[config.mk]
export PLATFORM = sky130hd
export DESIGN_NAME = three_channel_sync_timer_flat
export DESIGN_NICKNAME = d
export VERILOG_FILES = /design/src/hdl/tcst_pkg.sv /design/src/hdl/tcst_if.sv /design/src/hdl/tcst_datapath.sv /design/src/hdl/tcst_ctrl.sv /design/src/hdl/three_channel_sync_timer.sv /design/src/flat_wrapper.sv
export SDC_FILE = /design/constraint.sdc
export NUM_CORES = 1
export LEC_CHECK = 0
export ABC_AREA = 1
export BUFFER_PORTS_ARGS = -buffer_cell sky130_fd_sc_hd__buf_2
export CORE_ASPECT_RATIO = 0.5
export CORE_MARGIN = 2
export CORE_UTILIZATION = 55
export DETAILED_ROUTE_END_ITERATION = 8
export HOLD_SLACK_MARGIN = 0.05
export PLACE_DENSITY = 0.72
export SETUP_SLACK_MARGIN = 0.02
export SLEW_MARGIN = 5
export SYNTH_ARGS = -nofsm -noshare
export SYNTH_HDL_FRONTEND = slang
export SYNTH_HIERARCHICAL = 1
export SYNTH_SLANG_ARGS = --single-unit
[constraint.sdc]
create_clock -name clk -period 5.5 [get_ports clk]
set_clock_uncertainty 0.15 [all_clocks]
set_input_delay 0.55 -clock clk [delete_from_list [all_inputs] [get_ports clk]]
set_output_delay 0.55 -clock clk [all_outputs]
set_load 0.01 [all_outputs]
[src/hdl/tcst_pkg.sv]
// ----------------------------------------------------------------------------
// tcst_pkg: shared types and constants of the three-channel sync timer
// Holds the field widths, request codes, register indexes and controller
// states used by the timer's datapath, controller and top level.
// ----------------------------------------------------------------------------
package tcst_pkg;

    localparam int unsigned ClockDivisor = 8;

    typedef enum logic [1:0]
    {
        REQ_TICK  = 2'd0,
        REQ_HSYNC = 2'd1,
        REQ_VSYNC = 2'd2,
        REQ_NONE  = 2'd3
    } req_t;

    localparam logic [2:0] REG_CTRL0 = 3'd0;
    localparam logic [2:0] REG_CTRL1 = 3'd1;
    localparam logic [2:0] REG_CTRL2 = 3'd2;
    localparam logic [2:0] REG_TGT0  = 3'd3;
    localparam logic [2:0] REG_TGT1  = 3'd4;
    localparam logic [2:0] REG_TGT2  = 3'd5;

    typedef enum logic [2:0]
    {
        ST_IDLE,
        ST_DIRECT,
        ST_DIV0,
        ST_DIV2,
        ST_DONE
    } state_t;

    // controller to datapath
    typedef struct packed
    {
        logic load;     // take the item into the datapath
        logic direct;   // apply tick clocks / sync edge
        logic div0;     // one divided step for timer0
        logic div2;     // one divided step for timer2
        logic publish;  // capture the result
    } cmd_t;

    // datapath to controller
    typedef struct packed
    {
        logic dot_pending;
        logic div_pending;
    } status_t;

    typedef struct packed
    {
        logic [2:0]  irq_asserted;
        logic [15:0] count_zero;
        logic [15:0] count_one;
        logic [15:0] count_two;
        logic [2:0]  target_hit_flags;
        logic [2:0]  overflow_flags;
    } result_t;

    typedef struct packed
    {
        logic [1:0] req_type;
        logic [6:0] clock_count;
        logic       line_level;
    } item_t;

endpackage

[src/hdl/tcst_if.sv]
// ----------------------------------------------------------------------------
// tcst_in_if / tcst_out_if: valid-ready channels of the sync timer
// Input carries one request item, output one result item.
// ----------------------------------------------------------------------------
interface tcst_in_if;
    logic              valid;
    logic              ready;
    tcst_pkg::item_t   payload;
    modport source (output valid, output payload, input ready);
    modport sink (input valid, input payload, output ready);
endinterface

interface tcst_out_if;
    logic              valid;
    logic              ready;
    tcst_pkg::result_t payload;
    modport source (output valid, output payload, input ready);
    modport sink (input valid, input payload, output ready);
endinterface

[src/hdl/tcst_datapath.sv]
// ----------------------------------------------------------------------------
// tcst_datapath: counters, flags and accumulators of the sync timer
// Executes direct steps and single divided steps on command, loads items,
// publishes results and takes register writes.
module tcst_datapath
(
    input  logic              clk,
    input  logic              rst_n,
    input  tcst_pkg::cmd_t    cmd,
    output tcst_pkg::status_t status,
    input  tcst_pkg::item_t   item,
    input  logic              cfg_we,
    input  logic [2:0]        cfg_idx,
    input  logic [15:0]       cfg_data,
    output tcst_pkg::result_t result,
    output logic [8:0]        ctrl_rd [3],
    output logic [15:0]       tgt_rd [3]
);
    import tcst_pkg::*;

    typedef struct packed
    {
        logic [15:0] cnt;
        logic        paused;
        logic        line;
        logic        hit;
        logic        ovf;
        logic        tarm;
        logic        oarm;
    } chan_t;

    logic [8:0]    ctrl_reg [3];
    logic [15:0]   tgt_reg  [3];
    chan_t         ch_reg   [3];
    chan_t         ch_next  [3];
    item_t         item_reg;
    logic [7:0]    dot_reg, dot_next;
    logic [7:0]    div_reg, div_next;
    result_t       res_reg;

    function automatic chan_t fire(chan_t c, logic [8:0] ctl);
        chan_t r;
        r = c;
        if (!ctl[7]) r.line = 1'b0;
        else         r.line = !c.line;
        if (!ctl[6])
        begin
            r.tarm = 1'b0;
            r.oarm = 1'b0;
        end
        return r;
    endfunction

    function automatic chan_t adv(chan_t c, logic [8:0] ctl, logic [15:0] tgt,
                                  logic [6:0] clocks);
        chan_t r;
        logic [16:0] sum;
        r = c;
        sum = {1'b0, c.cnt} + {10'd0, clocks};
        if (!(ctl[0] && c.paused))
        begin
            if (c.cnt < tgt && sum >= {1'b0, tgt})
            begin
                r.hit = 1'b1;
                if (r.tarm) r = fire(r, ctl);
            end
            if (sum[16])
            begin
                r.ovf = 1'b1;
                if (r.oarm) r = fire(r, ctl);
            end
            if (ctl[3] && sum >= {1'b0, tgt}) sum = sum - {1'b0, tgt};
            r.cnt = sum[15:0];
        end
        return r;
    endfunction

    function automatic chan_t syncm(chan_t c, logic [8:0] ctl, logic lvl);
        chan_t r;
        r = c;
        if (ctl[0])
        begin
            unique case (ctl[2:1])
                2'd0: r.paused = 1'b1;
                2'd1: r.cnt = '0;
                2'd2:
                begin
                    r.cnt = '0;
                    r.paused = !lvl;
                end
                default: r.paused = 1'b0;
            endcase
        end
        return r;
    endfunction

    always_comb
    begin
        for (int i = 0; i < 3; i++) ch_next[i] = ch_reg[i];
        dot_next = dot_reg;
        div_next = div_reg;
        if (cmd.direct)
        begin
            unique case (item_reg.req_type)
                REQ_TICK:
                begin
                    dot_next = dot_reg + {1'b0, item_reg.clock_count};
                    div_next = div_reg + {1'b0, item_reg.clock_count};
                    if (!ctrl_reg[0][8])
                        ch_next[0] = adv(ch_reg[0], ctrl_reg[0], tgt_reg[0],
                                         item_reg.clock_count);
                    if (!ctrl_reg[1][8])
                        ch_next[1] = adv(ch_reg[1], ctrl_reg[1], tgt_reg[1],
                                         item_reg.clock_count);
                    if (!ctrl_reg[2][8] && !ctrl_reg[2][0])
                        ch_next[2] = adv(ch_reg[2], ctrl_reg[2], tgt_reg[2],
                                         item_reg.clock_count);
                end
                REQ_HSYNC:
                begin
                    ch_next[0] = syncm(ch_reg[0], ctrl_reg[0], item_reg.line_level);
                    if (ctrl_reg[1][8])
                        ch_next[1] = adv(ch_reg[1], ctrl_reg[1], tgt_reg[1], 7'd1);
                end
                REQ_VSYNC:
                begin
                    ch_next[1] = syncm(ch_reg[1], ctrl_reg[1], item_reg.line_level);
                    if (ctrl_reg[1][2:1] == 2'd0) ch_next[1].paused = 1'b1;
                end
                default: ;
            endcase
        end
        else if (cmd.div0)
        begin
            dot_next = dot_reg - 8'(ClockDivisor);
            if (ctrl_reg[0][8])
                ch_next[0] = adv(ch_reg[0], ctrl_reg[0], tgt_reg[0], 7'd1);
        end
        else if (cmd.div2)
        begin
            div_next = div_reg - 8'(ClockDivisor);
            if (ctrl_reg[2][8] && !ctrl_reg[2][0])
                ch_next[2] = adv(ch_reg[2], ctrl_reg[2], tgt_reg[2], 7'd1);
        end
    end

    always_ff @(posedge clk or negedge rst_n)
    begin
        if (!rst_n)
        begin
            for (int i = 0; i < 3; i++)
            begin
                ctrl_reg[i] <= '0;
                tgt_reg[i]  <= '0;
                ch_reg[i]   <= '{cnt: '0, paused: 1'b0, line: 1'b1, hit: 1'b0,
                                 ovf: 1'b0, tarm: 1'b0, oarm: 1'b0};
            end
            dot_reg <= '0;
            div_reg <= '0;
        end
        else if (cfg_we)
        begin
            if (cfg_idx <= REG_CTRL2)
            begin
                ctrl_reg[cfg_idx[1:0]] <= cfg_data[8:0];
                ch_reg[cfg_idx[1:0]].cnt  <= '0;
                ch_reg[cfg_idx[1:0]].line <= 1'b1;
                ch_reg[cfg_idx[1:0]].tarm <= cfg_data[4];
                ch_reg[cfg_idx[1:0]].oarm <= cfg_data[5];
                ch_reg[cfg_idx[1:0]].paused <= (cfg_data[2:1] == 2'd3) ||
                    (cfg_idx == REG_CTRL2 && cfg_data[2:1] == 2'd0);
            end
            else if (cfg_idx == REG_TGT0) tgt_reg[0] <= cfg_data;
            else if (cfg_idx == REG_TGT1) tgt_reg[1] <= cfg_data;
            else if (cfg_idx == REG_TGT2) tgt_reg[2] <= cfg_data;
        end
        else
        begin
            for (int i = 0; i < 3; i++) ch_reg[i] <= ch_next[i];
            dot_reg <= dot_next;
            div_reg <= div_next;
        end
    end

    always_ff @(posedge clk)
    begin
        if (cmd.load) item_reg <= item;
        if (cmd.publish)
        begin
            for (int i = 0; i < 3; i++)
            begin
                res_reg.irq_asserted[i]     <= !ch_reg[i].line;
                res_reg.target_hit_flags[i] <= ch_reg[i].hit;
                res_reg.overflow_flags[i]   <= ch_reg[i].ovf;
            end
            res_reg.count_zero <= ch_reg[0].cnt;
            res_reg.count_one  <= ch_reg[1].cnt;
            res_reg.count_two  <= ch_reg[2].cnt;
        end
    end

    assign status.dot_pending = (dot_reg >= 8'(ClockDivisor));
    assign status.div_pending = (div_reg >= 8'(ClockDivisor));
    assign result  = res_reg;
    assign ctrl_rd = ctrl_reg;
    assign tgt_rd  = tgt_reg;

    // accumulators stay below the divisor between items
    a_acc_low: assert property (@(posedge clk) disable iff (!rst_n)
        cmd.load |-> dot_reg < 8'(ClockDivisor) && div_reg < 8'(ClockDivisor))
        else $error("accumulator not drained");
    a_one_cmd: assert property (@(posedge clk) disable iff (!rst_n)
        $countones({cmd.direct, cmd.div0, cmd.div2}) <= 1)
        else $error("conflicting datapath commands");
    a_div_ok: assert property (@(posedge clk) disable iff (!rst_n)
        cmd.div0 |-> status.dot_pending)
        else $error("divided step without pending clocks");

endmodule

[src/hdl/tcst_ctrl.sv]
// ----------------------------------------------------------------------------
// tcst_ctrl: sequencer of the sync timer
// Walks one item through the direct step and the divided steps.
// ----------------------------------------------------------------------------
module tcst_ctrl
(
    input  logic              clk,
    input  logic              rst_n,
    input  logic              in_valid,
    output logic              in_ready,
    output logic              out_valid,
    input  logic              out_ready,
    input  tcst_pkg::status_t status,
    output tcst_pkg::cmd_t    cmd
);
    import tcst_pkg::*;

    state_t state_reg, state_next;
    logic   ov_reg, ov_next;

    always_ff @(posedge clk or negedge rst_n)
    begin
        if (!rst_n)
        begin
            state_reg <= ST_IDLE;
            ov_reg    <= 1'b0;
        end
        else
        begin
            state_reg <= state_next;
            ov_reg    <= ov_next;
        end
    end

    always_comb
    begin
        state_next = state_reg;
        cmd = '0;
        ov_next = ov_reg && !out_ready;
        in_ready = (state_reg == ST_IDLE);
        unique case (state_reg)
            ST_IDLE:
            begin
                if (in_valid)
                begin
                    cmd.load = 1'b1;
                    state_next = ST_DIRECT;
                end
            end
            ST_DIRECT:
            begin
                cmd.direct = 1'b1;
                state_next = ST_DIV0;
            end
            ST_DIV0:
            begin
                if (status.dot_pending) cmd.div0 = 1'b1;
                else state_next = ST_DIV2;
            end
            ST_DIV2:
            begin
                if (status.div_pending) cmd.div2 = 1'b1;
                else state_next = ST_DONE;
            end
            ST_DONE:
            begin
                // hold until the previous result has gone
                if (!ov_reg || out_ready)
                begin
                    cmd.publish = 1'b1;
                    ov_next = 1'b1;
                    state_next = ST_IDLE;
                end
            end
            default: state_next = ST_IDLE;
        endcase
    end

    assign out_valid = ov_reg;

    a_no_drop: assert property (@(posedge clk) disable iff (!rst_n)
        ov_reg && !out_ready |=> ov_reg)
        else $error("result dropped");
    a_pub: assert property (@(posedge clk) disable iff (!rst_n)
        cmd.publish |=> out_valid)
        else $error("publish without valid");
    a_ld: assert property (@(posedge clk) disable iff (!rst_n)
        cmd.load |=> state_reg == ST_DIRECT)
        else $error("load did not start work");

endmodule

[src/hdl/three_channel_sync_timer.sv]
// ----------------------------------------------------------------------------
// three_channel_sync_timer: three 16-bit counters with hsync/vsync modes
// Each item passes through the direct step, 0 to 32 divided steps and the
// publish step. A new item is taken only when idle, and the result may wait
// for the output; the divided-clock steps are worked one at a time.
// Reset: rst_n clears counters, flags, accumulators, ctrl and tgt registers.
// ----------------------------------------------------------------------------
module three_channel_sync_timer
(
    input  logic        clk,
    input  logic        rst_n,
    tcst_in_if.sink     in_ch,
    tcst_out_if.source  out_ch,
    input  logic        psel,
    input  logic        penable,
    input  logic        pwrite,
    input  logic [4:0]  paddr,
    input  logic [31:0] pwdata,
    output logic [31:0] prdata,
    output logic        pready
);
    import tcst_pkg::*;

    cmd_t       cmd;
    status_t    status;
    logic       cfg_we;
    logic [2:0] idx;
    logic [8:0]  ctrl_rd [3];
    logic [15:0] tgt_rd  [3];

    assign pready = 1'b1;
    assign idx    = paddr[4:2];
    assign cfg_we = psel && penable && pwrite;

    always_comb
    begin
        prdata = '0;
        if (idx <= REG_CTRL2)     prdata = {23'd0, ctrl_rd[idx[1:0]]};
        else if (idx == REG_TGT0) prdata = {16'd0, tgt_rd[0]};
        else if (idx == REG_TGT1) prdata = {16'd0, tgt_rd[1]};
        else if (idx == REG_TGT2) prdata = {16'd0, tgt_rd[2]};
    end

    tcst_ctrl u_ctrl
    (
        .clk(clk), .rst_n(rst_n),
        .in_valid(in_ch.valid), .in_ready(in_ch.ready),
        .out_valid(out_ch.valid), .out_ready(out_ch.ready),
        .status(status), .cmd(cmd)
    );

    tcst_datapath u_dp
    (
        .clk(clk), .rst_n(rst_n), .cmd(cmd), .status(status),
        .item(in_ch.payload), .cfg_we(cfg_we), .cfg_idx(idx),
        .cfg_data(pwdata[15:0]), .result(out_ch.payload),
        .ctrl_rd(ctrl_rd), .tgt_rd(tgt_rd)
    );

endmodule
[src/flat_wrapper.sv]
// flat-port wrapper written by rule: the top's interface ports become plain ports
module three_channel_sync_timer_flat import tcst_pkg::*;
  (clk, rst_n, psel, penable, pwrite, paddr, pwdata, prdata, pready, in_ch_valid, in_ch_payload, in_ch_ready, out_ch_valid, out_ch_payload, out_ch_ready);
  tcst_in_if in_ch_i ();
  tcst_out_if out_ch_i ();
  input  logic clk;
  input  logic rst_n;
  input  logic psel;
  input  logic penable;
  input  logic pwrite;
  input  logic [4:0] paddr;
  input  logic [31:0] pwdata;
  output logic [31:0] prdata;
  output logic pready;
  input wire logic [$bits(in_ch_i.valid)-1:0] in_ch_valid;
  input wire logic [$bits(in_ch_i.payload)-1:0] in_ch_payload;
  output wire logic [$bits(in_ch_i.ready)-1:0] in_ch_ready;
  output wire logic [$bits(out_ch_i.valid)-1:0] out_ch_valid;
  output wire logic [$bits(out_ch_i.payload)-1:0] out_ch_payload;
  input wire logic [$bits(out_ch_i.ready)-1:0] out_ch_ready;
  assign in_ch_i.valid = in_ch_valid;
  assign in_ch_i.payload = in_ch_payload;
  assign in_ch_ready = in_ch_i.ready;
  assign out_ch_valid = out_ch_i.valid;
  assign out_ch_payload = out_ch_i.payload;
  assign out_ch_i.ready = out_ch_ready;
  three_channel_sync_timer u_core (.clk(clk), .rst_n(rst_n), .in_ch(in_ch_i), .out_ch(out_ch_i), .psel(psel), .penable(penable), .pwrite(pwrite), .paddr(paddr), .pwdata(pwdata), .prdata(prdata), .pready(pready));
endmodule
=== Word-level counts from Yosys, hierarchy flattened ===
Cells that the tools add are included.

* Register bits after elaboration: 228
* Input bits: 54
* Output and inout port bits: 92
* Logic and storage cells: 346

* Add/sub/neg operators: 16
* Magnitude comparators: 14
* Equality and inequality tests: 50
* Muxes and demuxes: 148
* Bitwise gates (word level): 5
* Reductions and logical operators: 73

{| class="wikitable"
|+ Operators with widths
! operator !! count
|-
| $mux W22 || 20
|-
| $bwmux W66 || 5
|-
| $demux W22 S2 || 5
|-
| $mux W6 || 26
|-
| $mux W16 || 9
|-
| $mux W66 || 2
|-
| $mux W5 || 22
|-
| $ge A17 B16 Y1 || 6
|-
| $mux W32 || 3
|-
| $sub A16 B16 Y16 || 6
|-
| $pmux W22 S3 || 1
|-
| $mux W8 || 7
|-
| $add A16 B1 Y17 const B || 3
|-
| $add A16 B7 Y17 || 3
|-
| $lt A16 B16 Y1 || 3
|-
| $reduce_and A9 Y1 || 5
|-
| $pmux W22 S2 || 1
|-
| $mux W17 || 2
|-
| $bwmux W27 || 1
|-
| $mux W9 || 3
|-
| $ne A3 B2 Y1 const B || 8
|-
| $ne A4 B4 Y1 const B || 6
|-
| $logic_and A1 B1 Y1 || 22
|-
| $mux W1 || 22
|-
| other kinds (40) || 115
|}

=== Depth between registers and ports, before layout ===
Gate-level depths: netlist (run 1).

* Word-level depth: 19
* Gate-level depth with buffers: 28
* Depth with buffers taken out: 28

=== By module ===
The synthesis (run 1) kept the hierarchy.

{| class="wikitable"
|+ By module, submodules not included
! module !! times used !! cells an instance !! area each (um2) !! seq. area each (um2)
|-
| tcst_datapath || 1 || 2666 || 19273.5 || 5919.4
|-
| three_channel_sync_timer || 1 || 180 || 917.1 || 0.0
|-
| tcst_ctrl || 1 || 45 || 290.3 || 100.1
|}

=== Worst setup path before layout (run 1) ===
OpenSTA, ideal clock, no wires.

* Kind: register -> register
* Start: register u_core/u_dp/item_reg[2] (netlist name)
* End: register u_core/u_dp/ch_reg[30] (netlist name)
* Setup time: 0.117 ns
* Arrival time: 3.462 ns
* Data required time: 5.233 ns
* Slack: 1.771 ns
* Stages on the path, launching flop included: 27
* Buffers on the path: 2
* Period minus slack after synthesis: 3.729 ns
* Cell sequence: edfxtp_1 ha_1 nand3_1 nand2_1 a21oi_1 o21ai_0 nand2_1 nor2_1 or2_2 nand2_1 inv_1 ha_1 nand2_1 nor2_1 nand4_1 nor2_1 nor2_1 nand2_1 inv_1 nand2_1 nand2_1 buf_2 buf_4 a21oi_1 o21ai_0 nand3_1 nand2_1

* Word-level cells in the longest chain between the ends: 9
* Elaborated cells on any way between the ends: 10
* Classes of those cells: add/sub (2); order compare (1); mux (6); reduce/logical (1)

{| class="wikitable"
|+ RTL lines
! what !! line !! source
|-
| from (decl) || tcst_datapath.sv:36 || <nowiki>item_t item_reg;</nowiki>
|-
| from (signal assigned) || tcst_datapath.sv:187 || <nowiki>if (cmd.load) item_reg <= item;</nowiki>
|-
| $add A16 B7 Y17 * || tcst_datapath.sv:59 || <nowiki>sum = {1'b0, c.cnt} + {10'd0, clocks};</nowiki>
|-
| $ge A17 B16 Y1 || tcst_datapath.sv:72 || <nowiki>if (ctl[3] && sum >= {1'b0, tgt}) sum = sum - {1'b0, tgt};</nowiki>
|-
| $logic_and A1 B1 Y1 || tcst_datapath.sv:72 ||
|-
| $mux W16 * || tcst_datapath.sv:72 ||
|-
| $mux W22 * || tcst_datapath.sv:60 || <nowiki>if (!(ctl[0] && c.paused))</nowiki>
|-
| $mux W22 * || tcst_datapath.sv:112 || <nowiki>if (!ctrl_reg[1][8])</nowiki>
|-
| $pmux W22 S3 * || tcst_datapath.sv:104 || <nowiki>unique case (item_reg.req_type)</nowiki>
|-
| $mux W22 * || tcst_datapath.sv:102 || <nowiki>if (cmd.direct)</nowiki>
|-
| $mux W66 * || tcst_datapath.sv:161 || <nowiki>else if (cfg_we)</nowiki>
|-
| to (signal, indexed assignment) || tcst_datapath.sv:155 || <nowiki>ch_reg[i] <= '{cnt: '0, paused: 1'b0, line: 1'b1, hit: 1'b0,</nowiki>
|-
| to (decl) || tcst_datapath.sv:34 || <nowiki>chan_t ch_reg [3];</nowiki>
|}

Mark *: on every way between the ends. The rest lies on a longest branch, timed or not. The select of a mux whose other input is x is not followed.
A chain may end at the register's enable or synchronous reset.

=== Worst setup path after layout (run 1) ===
* Start: register u_core/u_dp/item_reg[2] (netlist name)
* End: register u_core/u_dp/ch_reg[61] (netlist name)

* Word-level cells in the longest chain between the ends: 9
* Elaborated cells on any way between the ends: 10
* Classes of those cells: add/sub (2); order compare (1); mux (6); reduce/logical (1)

{| class="wikitable"
|+ RTL lines
! what !! line !! source
|-
| $add A16 B7 Y17 * || tcst_datapath.sv:59 ||
|-
| $ge A17 B16 Y1 || tcst_datapath.sv:72 ||
|-
| $logic_and A1 B1 Y1 || tcst_datapath.sv:72 ||
|-
| $mux W16 * || tcst_datapath.sv:72 ||
|-
| $mux W22 * || tcst_datapath.sv:60 ||
|-
| $mux W22 * || tcst_datapath.sv:109 || <nowiki>if (!ctrl_reg[0][8])</nowiki>
|-
| $pmux W22 S2 * || tcst_datapath.sv:104 ||
|-
| $mux W22 * || tcst_datapath.sv:102 ||
|-
| $mux W66 * || tcst_datapath.sv:161 ||
|}

Marks and branches as above.

==> summary.txt, run 1 <==
Run status
  – Status: complete, no violations

Layout
  – Layout area overhead: 9.10%
  – Multi-input logic area: 12400 um2
  – Finished Layout Cells: 3498
  – Fill count: 3442
  – Design Area, Final: 22300 um2
  – Largest register FFs: 65
  – Share of layout cells above drive strength 1: 0.0816
  – Antenna Cells: 0
  – Register Area: 6020 um2
  – Nets: 3253

CTS
  – Clock buffer count from CTS: 25
  – CTS resizes: 0
  – Clk_lat worst skew: 0.57 ns
  – CTS tree: done
  – Clock Pin Slew Worst Setup and Hold Paths: 0.07 ns
  – H-tree depth: 1
  – Root Buffer: clkbuf_16
  – Number of setup buffers added after CTS: 0
  – Bufs on Longest Clock Path: 3
  – Clk sinks: 227

Power
  – Sw frac: 0.531
  – Max VDD drop: 441 uV
  – Pwr/cell area: 667 nW/um2
  – Leakage power: 11.3 nW
  – Switching power: 7.91 mW
  – Sequential group share of total power: 0.202
  – Pint: 6.99 mW
  – Clock power share: 0.118
  – Combinational group share of total power: 0.680

Critical path
  – Worst r2r src: u_core/u_dp/item_reg[2]
  – Critical-path cell list: inv_1 -> fa_1 -> inv_1 -> nand3_1 -> nand2_1 -> nand2_1 -> nand2_1 -> nand2_1 -> xor2_1 -> inv_1 -> ha_1 -> nand2_1 -> nor2_1 -> nand2_1 -> o21ai_0 -> a21oi_1 -> nand3_2 -> nand3_2 -> inv_2 -> o21ai_0 -> nand3_1 -> nand2_1 -> nand2_1 -> o21ai_0
  – CP max-delay cell: edfxtp_1
  – Startpoint type of the worst setup path: register
  – CP startpoint: u_core/u_dp/item_reg[2]
  – CP peak stage delay: 0.74 ns
  – Critical path endpoint category: register
  – Critical path type: reg -> reg
  – Reg2Reg Depth: 24
  – WP data arrival: 5.03 ns
  – RR Endpoint: u_core/u_dp/ch_reg[61]
  – CP most frequent cell: nand2_1
  – Crit Path Max Fanout: 16
  – WP buf/inv: 4
  – CP top delay family: simple AND/OR/NAND/NOR gates
  – Data required, critical path: 5.77 ns
  – Reg2reg setup slack: 0.74 ns

STA
  – Hold Violations, Final: 0
  – Sum of negative setup slack: 0 ns
  – Worst rel slew slack: 0.120
  – Max Freq: 210 MHz
  – Setup violations, final: 0
  – RSZ-0062 raised after global routing: false
  – Tmin final: 4.76 ns
  – Pins Over Slew Limit: 0
  – Fin crit share: 0.865
  – Slew @ Worst Pin: 1.32 ns

Routing
  – Routed Antenna Nets: 0
  – WL/cell: 17.8 um
  – DRT Pass-1 Iters: 7
  – Routed met2 length: 26.3 mm
  – Vias: 19912
  – WL met1: 29.1 mm
  – Met3 wire len: 5.55 mm
  – Vias per std cell: 5.69
  – Max Used Layer: met4
  – Remaining DRCs: 0
  – Routed WL: 62.3 mm
  – Initial DRC Count: 1795

Synth
  – Distinct cell type count after synthesis: 62
  – Synth top area share: 0.192
  – Yosys warns: 6
  – Top post-synthesis cells by area: dfrtp_1 (19%), nand2_1 (12%), ha_1 (12%)
  – Async S/R FF share, synth: 0.705
  – Synth area leader: dfrtp_1
  – Sequential-to-total area share from yosys stat: 0.294
  – Cells after Synth: 2891
  – #FFs+latches synth: 227
  – Post-Syn Area: 20500 um2
  – Main flop type after synthesis: dfrtp_1
  – Post-synth EDFFs: 67
  – Avg Cell Area, Syn: 7.08 um2

Worst hold path
  – Hold Crit Start: out_ch_ready
  – Hold Path End: u_core/u_ctrl/out_valid
  – Hold Path Depth: 4
  – Worst Hold Class: in -> reg

Floorplanning
  – Initial core utilization: 0.564
  – Die Wd: 277 um
  – Die Area: 38900 um2
  – Die height: 140 um
  – FP Rows: 49
  – Core box area: 36300 um2
  – # IOs: 146

Placed design
  – DP Area: 21400 um2
  – Placed cell count: 3441
  – Port Buffers: 110
  – Detail Placement HPWL: 47.4 mm
  – Final Wtd Congestion: 0.951

Global route
  – GR Overflow Total: 0
  – Vias in the first global route: 17726
  – Antenna violations before repair: 0
  – GRT Resource Usage Total: 0.314
  – Largest net degree at the start of global routing: 147
  – Global-route wire length before repair: 97.0 mm

Job
  – Max-cap violations: 0
==> worst max path at each step <==
stage                                   to  depth (start not counted)
floorplan           u_core/u_dp/ch_reg[30]                         26
global placement    u_core/u_dp/ch_reg[43]                         23
detailed placement  u_core/u_dp/ch_reg[61]                         24
CTS                 u_core/u_dp/ch_reg[61]                         24
global route        u_core/u_dp/ch_reg[15]                         24
finish              u_core/u_dp/ch_reg[61]                         24
==> power groups by stage <==
stage                     Sequential (mW)  Clock (mW)  Combinational [mW]
after floorplan                      2.76           0                7.72
after global placement               3.01           0                9.68
after detailed placement             3.01           0                9.86
after CTS                            2.98        1.78                9.94
after global routing                 3.07        1.86                11.4
final                                3.01        1.76                10.1
==> placed cells by master (no fill, tap or decap), drive strengths merged, types with 9 or more instances in the layout <==
cell type and n:
nor3 22, inv 448, a31oi 30, ha 193, xor2 99, a22oi 9
dlygate4sd3 11, clkinv 12, a21o 24, o211ai 33, a21oi 183, nor2 246
nand3 197, buf 129, edfxtp 67, xnor2 38, o21ai 235, nand2 685
nand4 49, dfrtp 157, conb 17, clkbuf 31, o21bai 16, fa 11
==> per-layer routing <==
metal | track usage | vias to the layer above
met5 | 0 | -
met3 | 0.0484 | 91
met4 | 0.0661 | 0
met2 | 0.477 | 793
met1 | 0.472 | 9314
li1 | - | 9714
==> cell usage after synthesis, drive strengths merged (29+ instances only) <==
| library cell | n |
|---|---|
| o21ai | 235 |
| ha | 193 |
| edfxtp | 67 |
| dfrtp | 157 |
| clkbuf | 29 |
| xor2 | 99 |
| nor2 | 246 |
| a31oi | 30 |
| a21oi | 183 |
| nand2 | 685 |
| xnor2 | 38 |
| nand4 | 49 |
| buf | 49 |
| inv | 445 |
| o211ai | 33 |
| nand3 | 197 |
==> per-stage QoR <==
stage          setup WS (ns)  hold slack, ns   util  total power, mW
2_1_floorplan           1.77           0.104      -             10.5
3_3_place_gp           0.887           0.245  0.590             12.7
3_5_place_dp           0.838           0.247  0.590             12.9
4_1_cts                0.805          0.0746  0.616             14.7
5_1_grt                0.358           0.110  0.616             16.3
6_report               0.740          0.0954  0.616             14.9
==> cell type report <==
cell class | instances | share of cell area
repair buffers | 140 | 0.0368
clock inverters | 15 | 0.00610
flip-flops and latches | 227 | 0.269
multi-input cells | 2152 | 0.554
well taps | 484 | 0.0271
clock buffers | 31 | 0.0313
inverters | 449 | 0.0754
==> what timing repair did <==
action                                  in CTS  in global routing
endpoints found under the setup margin       0                  0
endpoints found under the hold margin       24                  0
hold buffers                                11                  0
==> kinds of logic (layout without fill, tap and decap cells) <==
group	after synthesis	after routing	synth area share
AOI/OAI and AO/OA	567	567	0.157
xor gates and xnor gates	137	137	0.0586
adders and majority gates	204	204	0.129
buffers and inverters	527	635	0.105
DFF	227	227	0.294
muxes	1	1	0.000550
other	2	17	0.000367
and+or+nand+nor	1226	1226	0.255
==> worst register-to-register path, cell delays in order (launching register included) <==
cell      delay, ns
edfxtp_1       0.74
inv_1          0.37
fa_1           0.51
inv_1          0.09
nand3_1        0.06
nand2_1        0.12
nand2_1        0.12
nand2_1        0.16
nand2_1        0.08
xor2_1         0.20
inv_1          0.07
ha_1           0.32
nand2_1        0.08
nor2_1         0.20
nand2_1        0.08
o21ai_0        0.16
a21oi_1        0.13
nand3_2        0.14
nand3_2        0.15
inv_2          0.26
o21ai_0        0.14
nand3_1        0.08
nand2_1        0.06
nand2_1        0.07
o21ai_0        0.09
Note: power is estimated with default switching activity, not from simulation.
==> run 2, diff against run 1 <==
--- a/config.mk
+++ b/config.mk
@@ -9,12 +9,11 @@
 export BUFFER_PORTS_ARGS = -buffer_cell sky130_fd_sc_hd__buf_2
 export CORE_ASPECT_RATIO = 0.5
 export CORE_MARGIN = 2
-export CORE_UTILIZATION = 55
+export CORE_UTILIZATION = 60
 export DETAILED_ROUTE_END_ITERATION = 8
 export HOLD_SLACK_MARGIN = 0.05
-export PLACE_DENSITY = 0.72
+export PLACE_DENSITY = 0.79
 export SETUP_SLACK_MARGIN = 0.02
-export SLEW_MARGIN = 5
 export SYNTH_ARGS = -nofsm -noshare
 export SYNTH_HDL_FRONTEND = slang
 export SYNTH_HIERARCHICAL = 1
==> summary.txt, run 2 (synthesis results as in run 1) <==
CTS
  – Root Buffer: clkbuf_16
  – Clk_lat worst skew: 0.55 ns
  – Clock Pin Slew Worst Setup and Hold Paths: 0.07 ns
  – H-tree depth: 1
  – CTS tree: done
  – Clk sinks: 227
  – Clock buffer count from CTS: 23
  – Bufs on Longest Clock Path: 3
  – CTS resizes: 0

Global route
  – Most Crowded Layer GR: met2
  – GR Overflow Total: 0
  – Vias in the first global route: 18051
  – Met3 track demand over resource: 0.0729
  – Largest net degree at the start of global routing: 95
  – Met1 Use GR: 0.499
  – Global-route wire length before repair: 97.2 mm
  – Antenna violations before repair: 0
  – GRT Resource Usage Total: 0.344
  – GR Util met2: 0.523

Routing
  – Vias: 19888
  – Routed Antenna Nets: 0
  – DRT Pass-1 Iters: 6
  – Remaining DRCs: 0
  – Initial DRC Count: 2234
  – Vias per std cell: 5.77
  – WL/cell: 18.0 um
  – Routed WL: 62.0 mm

Worst hold path
  – Hold Path End: u_core/u_dp/ctrl_rd[0]
  – Hold Path Depth: 3
  – Hold Crit Start: pwdata[0]
  – Worst Hold Class: in -> reg

Layout
  – Share of layout cells above drive strength 1: 0.0792
  – Register Area: 6020 um2
  – Multi-input logic area: 12400 um2
  – Antenna Cells: 0
  – Final Util: 0.665
  – Largest register FFs: 65
  – Most frequent cells in the layout: nand2_1 (671), inv_1 (428), nor2_1 (229)
  – Fill count: 2937
  – Layout area overhead: 8.30%
  – Nets: 3248
  – Commonest non-fill, non-tap cell in the layout: nand2_1

STA
  – Tmin final: 4.73 ns
  – Final setup margin: 0.767 ns
  – Setup violations, final: 0
  – Max Freq: 211 MHz
  – Pins Over Slew Limit: 0
  – RSZ-0062 raised after global routing: false
  – Worst Hold Margin: 0.0959 ns
  – Slew @ Worst Pin: 1.22 ns
  – Sum of negative setup slack: 0 ns
  – Fin crit share: 0.860
  – Hold Violations, Final: 0
  – Worst rel slew slack: 0.188

Critical path
  – CP max-delay cell: dfrtp_1
  – CP peak stage delay: 0.54 ns
  – Critical-path cell list: ha_1 -> nand2_1 -> nor3_1 -> nand4_1 -> or2_2 -> nor3_1 -> nor2_1 -> ha_1 -> nand2_1 -> nor2_1 -> and3_1 -> nand2_1 -> nand2_1 -> nand2_1 -> nand2_2 -> nand2_2 -> inv_2 -> o21ai_0 -> o211ai_1 -> nand3_1 -> o21ai_0 -> inv_1
  – RR Endpoint: u_core/u_dp/ch_reg[8]
  – Worst r2r src: u_core/u_dp/ch_reg[7]
  – WP buf/inv: 2
  – CP top delay family: simple AND/OR/NAND/NOR gates
  – Reg2reg setup slack: 0.77 ns
  – Crit Path Max Fanout: 21
  – Data required, critical path: 5.78 ns
  – WP data arrival: 5.01 ns
  – Critical path endpoint category: register
  – Critical path type: reg -> reg
  – Startpoint type of the worst setup path: register
  – Reg2Reg Depth: 22
  – CP most frequent cell: nand2_1

Placed design
  – Placement Setup Slack: 0.898 ns
  – Port Buffers: 110
  – Final Wtd Congestion: 0.981
  – Detail Placement HPWL: 47.3 mm

Floorplanning
  – Die Area: 35700 um2
  – Core box area: 33300 um2
  – # IOs: 146
  – FP Rows: 47
  – Die Wd: 265 um
  – Initial core utilization: 0.614
  – Die height: 135 um

Job
  – Max-cap violations: 0

Power
  – Total power: 14.8 mW
  – Pwr/cell area: 667 nW/um2
  – Max VDD drop: 311 uV
  – Leakage power: 11.2 nW

Run status
  – Status: complete, no violations
[run 2: cell types whose count changed in the layout (fill, tap and decap cells not counted), sizes merged, moves of 2 or more]
cell	before	now
clkbuf	31	33
buf	129	127
clkinv	12	8
clkinvlp	3	0
[run 2: how the worst max path moves through the flow]
stage                            start                endpoint  slack, ns  depth (start not counted)
6_report         u_core/u_dp/ch_reg[7]   u_core/u_dp/ch_reg[8]       0.77                         22
3_5_place_dp   u_core/u_dp/item_reg[1]  u_core/u_dp/ch_reg[15]       0.90                         27
3_3_place_gp   u_core/u_dp/item_reg[1]  u_core/u_dp/ch_reg[15]       1.00                         27
5_1_grt        u_core/u_dp/item_reg[1]  u_core/u_dp/ch_reg[15]       0.38                         27
2_1_floorplan  u_core/u_dp/item_reg[2]  u_core/u_dp/ch_reg[30]       1.77                         26
4_1_cts        u_core/u_dp/item_reg[1]  u_core/u_dp/ch_reg[15]       0.88                         27
[run 2: cell type report]
| cell class | instances | area share |
|---|---|---|
| Tap cell | 441 | 0.0249 |
| Clock inverter | 8 | 0.00254 |
| Inverter | 449 | 0.0760 |
| Clock buffer | 33 | 0.0319 |
| Sequential cell | 227 | 0.271 |
| Multi-Input combinational cell | 2152 | 0.558 |
| Timing Repair Buffer | 137 | 0.0354 |
[run 2: repair_timing]
action	CTS	global route
setup buffers	0	0
hold buffers	10	0
endpoints found under the hold margin	99	0
[run 2: metrics by stage]
step	instance area [um2]	cells
global route	22200	3447
detailed placement	21300	3396
finish	22200	3447
global placement	21300	3396
floorplan	20500	2906
CTS	22200	3447
[run 2: worst reg2reg max path: cells and delay by family (launching register included)]
kind / cells / cell delay [ns]
buffers and inverters: 2 / 0.40
adder cells (fa/ha/maj): 2 / 0.65
AND/OR/NAND/NOR: 15 / 2.46
AO/OA/AOI/OAI: 3 / 0.43
flip-flops: 1 / 0.54
[run 2: per-layer routing]
layer	routed length, um	up-vias
met5	0	-
met4	1430	0
met3	6250	110
met2	26600	891
met1	27700	9198
li1	-	9689
[run 2: power breakdown]
part | internal [mW] | switching (mW) | total, mW
combinational | 3.72 | 6.43 | 10.2
clock | 0.904 | 0.734 | 1.64
sequential | 2.29 | 0.701 | 2.99
total | 6.92 | 7.86 | 14.8
==> run 3, diff against run 2 <==
--- a/config.mk
+++ b/config.mk
@@ -7,12 +7,13 @@
 export LEC_CHECK = 0
 export ABC_AREA = 1
 export BUFFER_PORTS_ARGS = -buffer_cell sky130_fd_sc_hd__buf_2
+export CAP_MARGIN = 10
 export CORE_ASPECT_RATIO = 0.5
 export CORE_MARGIN = 2
-export CORE_UTILIZATION = 60
+export CORE_UTILIZATION = 35
 export DETAILED_ROUTE_END_ITERATION = 8
+export GPL_ROUTABILITY_DRIVEN = 1
 export HOLD_SLACK_MARGIN = 0.05
-export PLACE_DENSITY = 0.79
 export SETUP_SLACK_MARGIN = 0.02
 export SYNTH_ARGS = -nofsm -noshare
 export SYNTH_HDL_FRONTEND = slang
==> summary.txt, run 3 (synthesis results as in run 1) <==
Layout
  – Final Util: 0.393
  – Commonest non-fill, non-tap cell in the layout: nand2_1
  – Fill count: 6066
  – Layout area overhead: 10.6%
  – Antenna Cells: 0
  – Register Area: 6020 um2
  – Share of layout cells above drive strength 1: 0.0803
  – Multi-input logic area: 12400 um2
  – Nets: 3252
  – Design Area, Final: 22600 um2
  – Largest register FFs: 65
  – Finished Layout Cells: 3782
  – Most frequent cells in the layout: nand2_1 (671), inv_1 (428), nor2_1 (229)

Power
  – Sw frac: 0.530
  – Sequential group share of total power: 0.205
  – Pint: 6.93 mW
  – Combinational group share of total power: 0.680
  – Pwr/cell area: 651 nW/um2
  – Total power: 14.8 mW
  – Max VDD drop: 289 uV
  – Leakage power: 11.2 nW
  – Switching power: 7.82 mW
  – Clock power share: 0.115

Worst hold path
  – Worst Hold Class: in -> reg

Job
  – Max-cap violations: 0

Placed design
  – DP Area: 21700 um2
  – Final Wtd Congestion: 0.938
  – Placed cell count: 3721
  – Port Buffers: 110
  – Placement Setup Slack: 0.843 ns
  – Detail Placement HPWL: 50.1 mm

Global route
  – Largest net degree at the start of global routing: 68
  – Antenna violations before repair: 1
  – GR Overflow Total: 0
  – GRT Resource Usage Total: 0.211
  – Global-route wire length before repair: 102 mm
  – Vias in the first global route: 18141

Floorplanning
  – Initial core utilization: 0.355
  – Core box area: 57600 um2
  – Die Area: 60600 um2
  – # IOs: 146
  – FP Rows: 62
  – Die Wd: 346 um
  – Die height: 175 um

CTS
  – Clk sinks: 227
  – Clock Pin Slew Worst Setup and Hold Paths: 0.07 ns
  – H-tree depth: 1
  – Root Buffer: clkbuf_16
  – Bufs on Longest Clock Path: 3
  – CTS tree: done
  – Clock buffer count from CTS: 27
  – CTS resizes: 0
  – Clk_lat worst skew: 0.57 ns

Routing
  – Initial DRC Count: 1593
  – Vias per std cell: 5.12
  – Routed WL: 64.4 mm
  – Remaining DRCs: 0
  – Routed Antenna Nets: 0
  – Vias: 19370
  – DRT Pass-1 Iters: 5
  – WL/cell: 17.0 um

Critical path
  – Crit Path Max Fanout: 15
  – CP max-delay cell: edfxtp_1
  – WP data arrival: 5.05 ns
  – CP peak stage delay: 0.59 ns
  – Critical path type: reg -> reg
  – Critical path endpoint category: register
  – Startpoint type of the worst setup path: register
  – CP most frequent cell: nand2_1
  – Data required, critical path: 5.81 ns

STA
  – Pins Over Slew Limit: 0
  – Sum of negative setup slack: 0 ns
  – Hold Violations, Final: 0
  – Worst Hold Margin: 0.101 ns
  – Final setup margin: 0.755 ns
  – Setup violations, final: 0
  – Tmin final: 4.74 ns
  – Max Freq: 211 MHz
  – Worst rel slew slack: 0.236
  – Slew @ Worst Pin: 1.14 ns
  – RSZ-0062 raised after global routing: false
  – Fin crit share: 0.863

Run status
  – Status: complete, no violations
-- run 3: per-layer routing --
metal / part of all wire / track usage / vias to the layer above
met4: 0.026 / 0.0564 / 2
li1: - / - / 9721
met3: 0.059 / 0.0297 / 91
met1: 0.47 / 0.294 / 9042
met5: 0.00017 / 0 / -
met2: 0.45 / 0.342 / 514
-- run 3: what timing repair did --
item	in CTS	in global routing
endpoints found under the hold margin	73	0
hold buffers	11	0
buffers inserted	0	0
-- run 3: final cells by class --
class,instances,share of cell area
clock buffer,32,0.0315
inverter,449,0.0744
timing repair buffer,137,0.0349
clock inverter,17,0.00447
tap,768,0.0424
multi-input combinational,2152,0.546
sequential,227,0.266
-- run 3: path summary, 6_finish.rpt --
path,from,to,slack [ns],depth (start not counted)
worst max register to register,u_core/u_dp/item_reg[3],u_core/u_dp/ch_reg[43],0.76,27
max in group asynchronous,rst_n,u_core/u_dp/ch_reg[19],3.60,3
worst min-delay path,out_ch_ready,u_core/u_ctrl/out_valid,0.10,4
worst max-delay path,u_core/u_dp/item_reg[3],u_core/u_dp/ch_reg[43],0.76,27
min in group asynchronous,rst_n,u_core/u_dp/ch_reg[43],0.40,2
worst min register to register,u_core/u_dp/ch_reg[25],u_core/u_dp/result[4],0.30,0
-- run 3: critical path, delay by kind of cell, from the launching register on --
kind | cells | cell delay, ns
adder cells (fa/ha/maj) | 2 | 0.78
flip-flops | 1 | 0.59
AND/OR/NAND/NOR | 15 | 1.72
buffers and inverters | 5 | 0.61
AO/OA/AOI/OAI | 5 | 0.79
-- run 3: power by group through the flow --
stage                     logic [mW]  registers, mW  clock network, mW
final                           10.0           3.02               1.70
after detailed placement        9.87           3.05                  0
after global placement          9.75           3.03                  0
after floorplan                 7.72           2.76                  0
after global routing            11.4           3.10               1.81
after CTS                       9.94           3.02               1.75
